===== src/hdl/bf3_pkg.sv =====
`timescale 1ns / 1ps
// ----------------------------------------------------------------------------
// bf3_pkg
// Shared types, sizes and helper functions of the 3x3 RGB box filter.
// ----------------------------------------------------------------------------
package bf3_pkg;

    localparam int MAX_WIDTH  = 1024;
    localparam int MAX_HEIGHT = 1024;

    localparam int PIX_W  = 8;
    localparam int SIZE_W = 11;
    localparam int COL_W  = $clog2(MAX_WIDTH);
    localparam int ROW_W  = $clog2(MAX_HEIGHT);
    localparam int LAST_W = (COL_W > ROW_W) ? COL_W : ROW_W;

    // Frame size after reset, in pixels and rows.
    localparam int SIZE_RESET = 1024;

    // Sum of nine channel values and its division by nine.
    localparam int SUM_W       = $clog2(9 * ((1 << PIX_W) - 1) + 1);
    localparam int RECIP_SHIFT = 16;
    localparam int RECIP_9     = ((1 << RECIP_SHIFT) + 8) / 9;
    localparam int RECIP_W     = $clog2(RECIP_9 + 1);
    localparam int PROD_W      = SUM_W + RECIP_W;

    // Configuration register indexes.
    localparam int CFG_IDX_W = 1;
    typedef enum logic [CFG_IDX_W-1:0] {
        CFG_IMAGE_WIDTH  = 1'b0,
        CFG_IMAGE_HEIGHT = 1'b1
    } t_cfg_reg;

    // Bit positions of the results one input pixel can release, in output order.
    localparam int REL_ABOVE       = 0;  // pixel left of input, row above
    localparam int REL_ABOVE_EDGE  = 1;  // right edge pixel, row above
    localparam int REL_BOTTOM      = 2;  // pixel left of input, last row
    localparam int REL_BOTTOM_EDGE = 3;  // right edge pixel, last row
    localparam int REL_N           = 4;

    typedef struct packed {
        logic [PIX_W-1:0] red;
        logic [PIX_W-1:0] green;
        logic [PIX_W-1:0] blue;
    } t_pixel;

    localparam int PIXEL_W = $bits(t_pixel);

    // Window: three columns (oldest first), each three rows (top first).
    typedef t_pixel [2:0] t_column;
    typedef t_column [2:0] t_window;

    typedef struct packed {
        logic [COL_W-1:0] col_last;
        logic [ROW_W-1:0] row_last;
    } t_geom;

    typedef struct packed {
        logic              valid;
        logic [REL_N-1:0]  pend;
    } t_release;

    // Index of the last column (row) for a written size: 0 acts as 1, sizes
    // above the maximum act as the maximum.
    function automatic logic [LAST_W-1:0] size_last(input logic [SIZE_W-1:0] size,
                                                    input int unsigned max_size);
        int unsigned eff;
        if (size == '0) begin
            eff = 1;
        end else if (32'(size) > max_size) begin
            eff = max_size;
        end else begin
            eff = 32'(size);
        end
        return LAST_W'(eff - 1);
    endfunction

endpackage


===== src/hdl/bf3_if.sv =====


interface bf3_res_if;
    logic                        valid;
    logic                        ready;
    logic [bf3_pkg::PIX_W-1:0]   red_out;
    logic [bf3_pkg::PIX_W-1:0]   green_out;
    logic [bf3_pkg::PIX_W-1:0]   blue_out;
    logic                        last_of_run;
    logic                        frame_end;

    modport source (output valid, red_out, green_out, blue_out, last_of_run, frame_end,
                    input ready);
    modport sink   (input valid, red_out, green_out, blue_out, last_of_run, frame_end,
                    output ready);
endinterface



===== src/hdl/bf3_emit.sv =====
`timescale 1ns / 1ps
// ----------------------------------------------------------------------------
// bf3_emit
// Steps through the released results, averages the window, drives the output.
// ----------------------------------------------------------------------------
module bf3_emit (
    input  logic               i_clk,
    input  logic               i_rst_n,
    input  bf3_pkg::t_window   i_win,
    input  bf3_pkg::t_release  i_rel,
    output logic               o_rel_ready,
    bf3_res_if.source          o_res
);

    logic [bf3_pkg::REL_N-1:0] r_pend, n_pend, sel, rest;
    logic                      r_valid;
    logic [bf3_pkg::PIX_W-1:0] r_red, r_green, r_blue;
    logic                      r_last, r_fend;

    logic                      emit, col_sh, row_sh;
    logic [1:0]                col_src [3];
    logic [1:0]                row_src [3];
    bf3_pkg::t_pixel           px;
    logic [bf3_pkg::SUM_W-1:0] col_red [3];
    logic [bf3_pkg::SUM_W-1:0] col_grn [3];
    logic [bf3_pkg::SUM_W-1:0] col_blu [3];
    logic [bf3_pkg::SUM_W-1:0] sum_red, sum_grn, sum_blu;
    logic [bf3_pkg::PROD_W-1:0] prod_red, prod_grn, prod_blu;

    always_comb begin
        sel    = r_pend & (~r_pend + 1'b1);
        rest   = r_pend & ~sel;
        emit   = (r_pend != '0) && (!r_valid || o_res.ready);
        col_sh = sel[bf3_pkg::REL_ABOVE_EDGE] | sel[bf3_pkg::REL_BOTTOM_EDGE];
        row_sh = sel[bf3_pkg::REL_BOTTOM] | sel[bf3_pkg::REL_BOTTOM_EDGE];

        // Replicate the right column and the bottom row at the frame edges.
        for (int k = 0; k < 3; k++) begin
            col_src[k] = (col_sh && k != 2) ? 2'(k + 1) : 2'(k);
            row_src[k] = (row_sh && k != 2) ? 2'(k + 1) : 2'(k);
        end

        for (int c = 0; c < 3; c++) begin
            col_red[c] = '0;
            col_grn[c] = '0;
            col_blu[c] = '0;
            for (int r = 0; r < 3; r++) begin
                px = i_win[col_src[c]][row_src[r]];
                col_red[c] = col_red[c] + bf3_pkg::SUM_W'(px.red);
                col_grn[c] = col_grn[c] + bf3_pkg::SUM_W'(px.green);
                col_blu[c] = col_blu[c] + bf3_pkg::SUM_W'(px.blue);
            end
        end
        sum_red = col_red[0] + col_red[1] + col_red[2];
        sum_grn = col_grn[0] + col_grn[1] + col_grn[2];
        sum_blu = col_blu[0] + col_blu[1] + col_blu[2];

        // Divide by nine: multiply by the rounded-up reciprocal, exact for these sums.
        prod_red = bf3_pkg::PROD_W'(sum_red) * bf3_pkg::PROD_W'(bf3_pkg::RECIP_9);
        prod_grn = bf3_pkg::PROD_W'(sum_grn) * bf3_pkg::PROD_W'(bf3_pkg::RECIP_9);
        prod_blu = bf3_pkg::PROD_W'(sum_blu) * bf3_pkg::PROD_W'(bf3_pkg::RECIP_9);

        o_rel_ready = (r_pend == '0) || (emit && (rest == '0));

        n_pend = r_pend;
        if (i_rel.valid) begin
            n_pend = i_rel.pend;
        end else if (emit) begin
            n_pend = rest;
        end
    end

    always_ff @(posedge i_clk) begin
        if (!i_rst_n) begin
            r_pend  <= '0;
            r_valid <= 1'b0;
        end else begin
            r_pend <= n_pend;
            if (emit) begin
                r_valid <= 1'b1;
            end else if (o_res.ready) begin
                r_valid <= 1'b0;
            end
        end
    end

    always_ff @(posedge i_clk) begin
        if (emit) begin
            r_red   <= prod_red[bf3_pkg::RECIP_SHIFT +: bf3_pkg::PIX_W];
            r_green <= prod_grn[bf3_pkg::RECIP_SHIFT +: bf3_pkg::PIX_W];
            r_blue  <= prod_blu[bf3_pkg::RECIP_SHIFT +: bf3_pkg::PIX_W];
            r_last  <= (rest == '0);
            r_fend  <= sel[bf3_pkg::REL_BOTTOM_EDGE];
        end
    end

    assign o_res.valid       = r_valid;
    assign o_res.red_out     = r_red;
    assign o_res.green_out   = r_green;
    assign o_res.blue_out    = r_blue;
    assign o_res.last_of_run = r_last;
    assign o_res.frame_end   = r_fend;

`ifndef SYNTHESIS
    a_load_when_free: assert property (@(posedge i_clk) disable iff (!i_rst_n)
        i_rel.valid |-> o_rel_ready)
        else $error("new release loaded while results still pending");

    a_fend_closes_run: assert property (@(posedge i_clk) disable iff (!i_rst_n)
        (r_valid && r_fend) |-> r_last)
        else $error("frame end result not marked last of its run");
`endif

endmodule


===== src/flat_wrapper.sv =====
// flat-port wrapper written by rule: the top's interface ports become plain ports
module bf3_emit_flat 
  (i_clk, i_rst_n, i_win, i_rel, o_rel_ready, o_res_valid, o_res_red_out, o_res_green_out, o_res_blue_out, o_res_last_of_run, o_res_frame_end, o_res_ready);
  bf3_res_if o_res_i ();
  input  logic i_clk;
  input  logic i_rst_n;
  input  bf3_pkg::t_window i_win;
  input  bf3_pkg::t_release i_rel;
  output logic o_rel_ready;
  output wire logic [$bits(o_res_i.valid)-1:0] o_res_valid;
  output wire logic [$bits(o_res_i.red_out)-1:0] o_res_red_out;
  output wire logic [$bits(o_res_i.green_out)-1:0] o_res_green_out;
  output wire logic [$bits(o_res_i.blue_out)-1:0] o_res_blue_out;
  output wire logic [$bits(o_res_i.last_of_run)-1:0] o_res_last_of_run;
  output wire logic [$bits(o_res_i.frame_end)-1:0] o_res_frame_end;
  input wire logic [$bits(o_res_i.ready)-1:0] o_res_ready;
  assign o_res_valid = o_res_i.valid;
  assign o_res_red_out = o_res_i.red_out;
  assign o_res_green_out = o_res_i.green_out;
  assign o_res_blue_out = o_res_i.blue_out;
  assign o_res_last_of_run = o_res_i.last_of_run;
  assign o_res_frame_end = o_res_i.frame_end;
  assign o_res_i.ready = o_res_ready;
  bf3_emit u_core (.i_clk(i_clk), .i_rst_n(i_rst_n), .i_win(i_win), .i_rel(i_rel), .o_rel_ready(o_rel_ready), .o_res(o_res_i));
endmodule

===== config.mk =====
export PLATFORM = sky130hd
export DESIGN_NAME = bf3_emit_flat
export DESIGN_NICKNAME = d
export VERILOG_FILES = /design/src/hdl/bf3_pkg.sv /design/src/hdl/bf3_if.sv /design/src/hdl/bf3_emit.sv /design/src/flat_wrapper.sv
export SDC_FILE = /design/constraint.sdc
export NUM_CORES = 1
export LEC_CHECK = 0
export BUFFER_PORTS_ARGS = -buffer_cell sky130_fd_sc_hd__buf_4
export CORE_MARGIN = 2
export CORE_UTILIZATION = 54
export CTS_BUF_LIST = sky130_fd_sc_hd__clkbuf_4
export DETAILED_ROUTE_END_ITERATION = 10
export GPL_ROUTABILITY_DRIVEN = 1
export HOLD_SLACK_MARGIN = 0.08
export PLACE_DENSITY_LB_ADDON = 0.3
export SLEW_MARGIN = 10
export SYNTH_ARGS = -nofsm -noshare
export SYNTH_HDL_FRONTEND = slang
export SYNTH_SLANG_ARGS = --single-unit
export TNS_END_PERCENT = 1

===== constraint.sdc =====
create_clock -name i_clk -period 17.1 [get_ports i_clk]
set_input_delay 3.42 -clock i_clk [delete_from_list [all_inputs] [get_ports i_clk]]
set_output_delay 3.42 -clock i_clk [all_outputs]
set_load 0.005 [all_outputs]

==> results of run 1 <==
-- layer usage --
layer / wire length [µm] / up-vias
met5: 16 / -
met4: 711 / 2
met3: 1971 / 43
met2: 20460 / 347
met1: 17810 / 6517
li1: - / 6754
-- cell type report --
cell class	count	area share, %
clock inverters	1	0.02676
well taps	390	2.609
repair buffers	257	10.38
diodes	4	0.05352
inverters	379	7.607
clock buffers	7	0.2810
flip-flops and latches	31	4.710
multi-input cells	1456	74.33
-- sequential cells by signal (all words and copies together) (netlist names) --
| register | flops |
|---|---|
| u_core.o_res.frame_end | 1 |
| u_core.r_pend | 4 |
| u_core.o_res.red_out | 8 |
| u_core.o_res.green_out | 8 |
| u_core.o_res.blue_out | 8 |
| u_core.o_res.last_of_run | 1 |
| u_core.o_res.valid | 1 |
-- synth_stat cells (3+ instances only) --
library cell  number  share of area, %
a211oi_1          45               2.1
a21boi_0           8              0.37
a21o_1            47               2.1
a21oi_1          132               4.0
a21oi_2            4              0.21
a221oi_1           3              0.16
a31o_2             3              0.16
a31oi_1            5              0.19
and2_1             8              0.30
and3_1             4              0.15
buf_1              4             0.091
buf_2              7              0.21
buf_4              6              0.27
clkbuf_1          33              0.75
dfxtp_1            5              0.61
edfxtp_1          26               4.8
fa_1             184                22
ha_1             303                23
inv_1            379               8.7
mux2_2            15               1.0
mux2i_1          114               7.0
nand2_1          163               3.7
nand2b_1          13              0.50
nand3_1            6              0.18
nand4_1            5              0.19
nor2_1            61               1.4
nor2b_1           59               2.2
nor3_1             9              0.27
o21a_1            10              0.46
o21ai_0           68               2.1
o21ai_2            3              0.16
o21bai_1          11              0.50
o22ai_1            3              0.11
or2_2              4              0.15
or3_1              5              0.19
xnor2_1           75               4.0
xor2_1            47               2.5
-- worst min path at each step --
stage,start,endpoint,slack (ns),depth (start not counted)
final,u_core.r_pend[0],u_core.o_res.last_of_run,0.67,1
after CTS,u_core.r_pend[0],u_core.o_res.last_of_run,0.67,1
after global routing,u_core.r_pend[0],u_core.o_res.last_of_run,0.71,1
after global placement,u_core.r_pend[0],u_core.o_res.last_of_run,0.65,1
after floorplan,u_core.r_pend[2],u_core.r_pend[2],0.63,3
after detailed placement,u_core.r_pend[0],u_core.o_res.last_of_run,0.66,1
-- metrics by stage --
stage                     hold WS (ns)  cells  setup slack [ns]
after floorplan                 0.6271   1917             5.104
after global placement          0.6506   2513             4.465
after CTS                       0.6691   2521             4.610
final                           0.6659   2525             4.619
after detailed placement        0.6593   2513             4.220
after global routing            0.7127   2524             4.072
-- worst reg2reg max path: cells and delay by family, from the launching register on --
kind                     cells  cell delay [ns]
AO/OA/AOI/OAI               10             1.81
buffers and inverters        8             1.63
XOR/XNOR                     4             0.99
multiplexers                 2             0.53
adder cells (fa/ha/maj)     12             5.06
flip-flops                   1             0.47
AND/OR/NAND/NOR              5             1.03
-- kinds of logic after synthesis --
logic type	after synthesis	share of synthesized area, %
flops	31	5.367
fa+ha+maj	488	45.60
buf+inv	430	10.07
mux	129	7.981
xor+xnor	125	6.914
simple gates	344	9.666
compound gates	370	14.40
==> impl_metrics.ini, run 1 <==
[run_status]
outcome = finished clean

[floorplanning]
start_util_pct = 55.09
die_h_um = 178.3
io_pins = 252
core_area_um2 = 29800
die_area_um2 = 31810
die-width_um = 178.3
floorplan.rows = 63

[grt]
grt_antenna_before_repair = 5
grt_overflow = 0
met1_usage_pct = 33.93
grt_max_degree = 101
busiest_layer = met2
grt_pass1_wl_um = 65410
met3_usage_pct = 2.153
grt_pass1_vias = 13657
grt.total_usage_pct = 25.54
grtUsageMet2_pct = 45.43

[cts]
numCtsBuffers = 5
clk_latency_ns = 0.38
cts_buffer_depth = 2
h-tree-depth = 2
cts_sinks = 31
cts_setup_buffers = 0
clk_pin_slew_ns = 0.12
cts_resized = 0
ctsHoldBuffers = 0
root_buffer = clkbuf_4
cts_tree = built

[finish]
fin_area_um2 = 18700
fillers = 2579
layout_commonest_cell = inv_1
multi_input_area_um2 = 13900
seq_area_um2 = 880.8
syn2layout_area_growth_pct = 13.94
final_layout_size_suffix_gt1_share_pct = 14.45
final_core_util_pct = 62.77
layout_common_cells = 379 x inv_1, 303 x ha_1, 256 x buf_4
nets = 2841

[sta]
fmax_mhz = 80.12
fin_crit_sh_pct = 72.99
drv_slew = 0
worst_slew_pin_slew_ns = 0.8717
rsz0062_at_grt = no
slew_headroom_pct = 41.47
hold_viol = 0
clock_skew_ns = 0.01882
finalSetupViolations = 0
period_minus_slack_ns = 12.48
final.setup.tns_ns = 0

[place]
place_congestion = 0.9599
portBuffers = 251
dpl.hpwl_um = 36690
place_area_um2 = 18630

[setup_path]
rrSetupSlack_ns = 5.28
worstReg2RegStart = u_core.r_pend[3]
required_ns = 17.23
cp-end-kind = register
cpPeakStageDelay_ns = 0.54
worstPathMaxFanout = 6
r2r_end = u_core.o_res.green_out[5]
crit_path_end = u_core.o_res.green_out[5]
crit_type = input port to register
crit_path_start = i_win[8]
worstPathArrival_ns = 12.61
r2r.worst_path.cells = 41
crit_family = adder cells
crit_buf_inv = 6
crit_top_cell = fa_1
startpoint_type = input port
cpMaxStageDelayCell = fa_1
path_depth = 37

[synthesis]
mappedNetlistArea_um2 = 16410
syn-num-nets = 2628
netlist_instances = 1917
yosys_register_bits = 31
ys_warn_count = 0
synth-seq-area-share_pct = 5.367
synthFlopType = edfxtp_1
synth-async-reset-ratio_pct = 0
synth.avg_cell_area_um2 = 8.562
synth_edf_count = 26
synth_cell_type_count = 67

[route]
drt_iter0_drc = 783
drcViolationCount = 0
ant_nets = 0
drt-pass1-iter-count = 7
vias = 13663
wl_per_cell_um = 16.22
drt_wl_total_um = 40960
vias_per_cell = 5.411

[run]
cap_violations = 0

[min_path]
hp-class = register to register
Power of run 1 is left out: the tool's default activity adds up to more than one toggle a clock period on the data nets, which glitch-free logic cannot reach.
==> run 2, diff against run 1 <==
clock period = 10.9 ns   (was 17.1 ns; I/O delays follow)
==> run 2 against run 1 <==
  * Via count grew 2.6%
  * Sequential share of layout area shrank 0.23 points
  * Non-clock buffer count grew 102
  * Worst hold slack gained 0.0055 ns
==> impl_metrics.ini, run 2 (synthesis results as in run 1) <==
[run_status]
outcome = finished clean

[sta]
fmax_mhz = 94.94
clock_skew_ns = 0.01951
period_minus_slack_ns = 10.53
slew_headroom_pct = 47.83
fin_crit_sh_pct = 96.63
hold_viol = 0
rsz0062_at_grt = yes
finalSetupViolations = 0
worst_slew_pin_slew_ns = 0.7807
final.setup.tns_ns = 0
timing.hold.ws_ns = 0.6714
drv_slew = 0
setup_ws_ns = 0.3669

[floorplanning]
die_area_um2 = 31810
core_area_um2 = 29800
floorplan.rows = 63
io_pins = 252
start_util_pct = 55.09
die_h_um = 178.3
die-width_um = 178.3

[place]
place_congestion = 0.9329
portBuffers = 251
place_area_um2 = 19450
dpl_worst_slack_ns = -0.3386
dpl.hpwl_um = 37700

[run]
cap_violations = 0

[cts]
root_buffer = clkbuf_4
cts_buffer_depth = 2
h-tree-depth = 2
numCtsBuffers = 5
clk_pin_slew_ns = 0.13
clk_latency_ns = 0.38
cts_tree = built
cts_sinks = 31

[finish]
final_layout_size_suffix_gt1_share_pct = 19.53
nets = 2943
syn2layout_area_growth_pct = 19.68
layout_commonest_cell = inv_1
fin_area_um2 = 19640
layout_common_cells = 379 x inv_1, 353 x buf_4, 300 x ha_1

[route]
drt_wl_total_um = 42130
drt_iter0_drc = 654
drcViolationCount = 0
vias = 14016
drt-pass1-iter-count = 5
ant_nets = 0
vias_per_cell = 5.333
wl_per_cell_um = 16.03

[grt]
grt_pass1_vias = 14399
grt_antenna_before_repair = 6
grt_pass1_wl_um = 68060
grt.total_usage_pct = 26.43
grt_max_degree = 54
grt_overflow = 0

[min_path]
hp-start = u_core.r_pend[0]
hp-class = register to register

[setup_path]
worstPathMaxFanout = 3
cp-end-kind = register
crit_buf_inv = 8
required_ns = 11.04
crit_type = input port to register
cpPeakStageDelay_ns = 0.54
worstReg2RegStart = u_core.r_pend[1]
worstPathArrival_ns = 10.68
crit_family = adder cells
crit_path_start = i_win[200]
startpoint_type = input port
cpMaxStageDelayCell = fa_1
run 2: per-layer routing:
metal	wire length, µm	part of all wire (%)	global-route usage (%)
met2	21100	50	47.14
met4	1040	2.5	7.486
met3	1934	4.6	2.941
met5	16	0.038	0
met1	18030	43	33.73
run 2: repair_timing:
item                       4_1_cts  5_1_grt
hold buffers                     0        0
resized for setup                0       34
setup endpoints to repair        0       20
setup buffers                    0        1
run 2: path summary, 6_finish.rpt:
kind,end,slack (ns),depth (start not counted)
hold / removal,u_core.o_res.last_of_run,0.67,1
hold reg to reg,u_core.o_res.last_of_run,0.67,1
setup / recovery,u_core.o_res.green_out[7],0.37,40
setup reg to reg,u_core.o_res.green_out[7],0.71,39
run 2: worst reg2reg max path, delay by kind of cell (launching register included):
kind | cells | cell delay, ns
adder cells (fa/ha/maj) | 11 | 4.45
multiplexers | 1 | 0.45
XOR/XNOR | 2 | 0.29
flip-flops | 1 | 0.49
buffers and inverters | 6 | 0.60
AO/OA/AOI/OAI | 14 | 2.67
AND/OR/NAND/NOR | 5 | 1.05
run 2: final cells by class:
| class | count | area (µm²) |
|---|---|---|
| clock buffer | 7 | 52.55 |
| inverter | 379 | 1423 |
| sequential | 31 | 880.8 |
| fill | 2453 | 10150 |
| antenna | 5 | 12.51 |
| tap | 390 | 488.0 |
| timing repair buffer | 359 | 2770 |
| multi-input combinational | 1456 | 14010 |
| clock inverter | 1 | 5.005 |
run 2: through the flow:
stage / utilization (%) / std cells
floorplan: - / 1917
global placement: 65.29 / 2614
detailed placement: 65.29 / 2614
CTS: 65.49 / 2622
global route: 65.91 / 2626
finish: 65.92 / 2628
Power of run 2 is left out for the same reason.
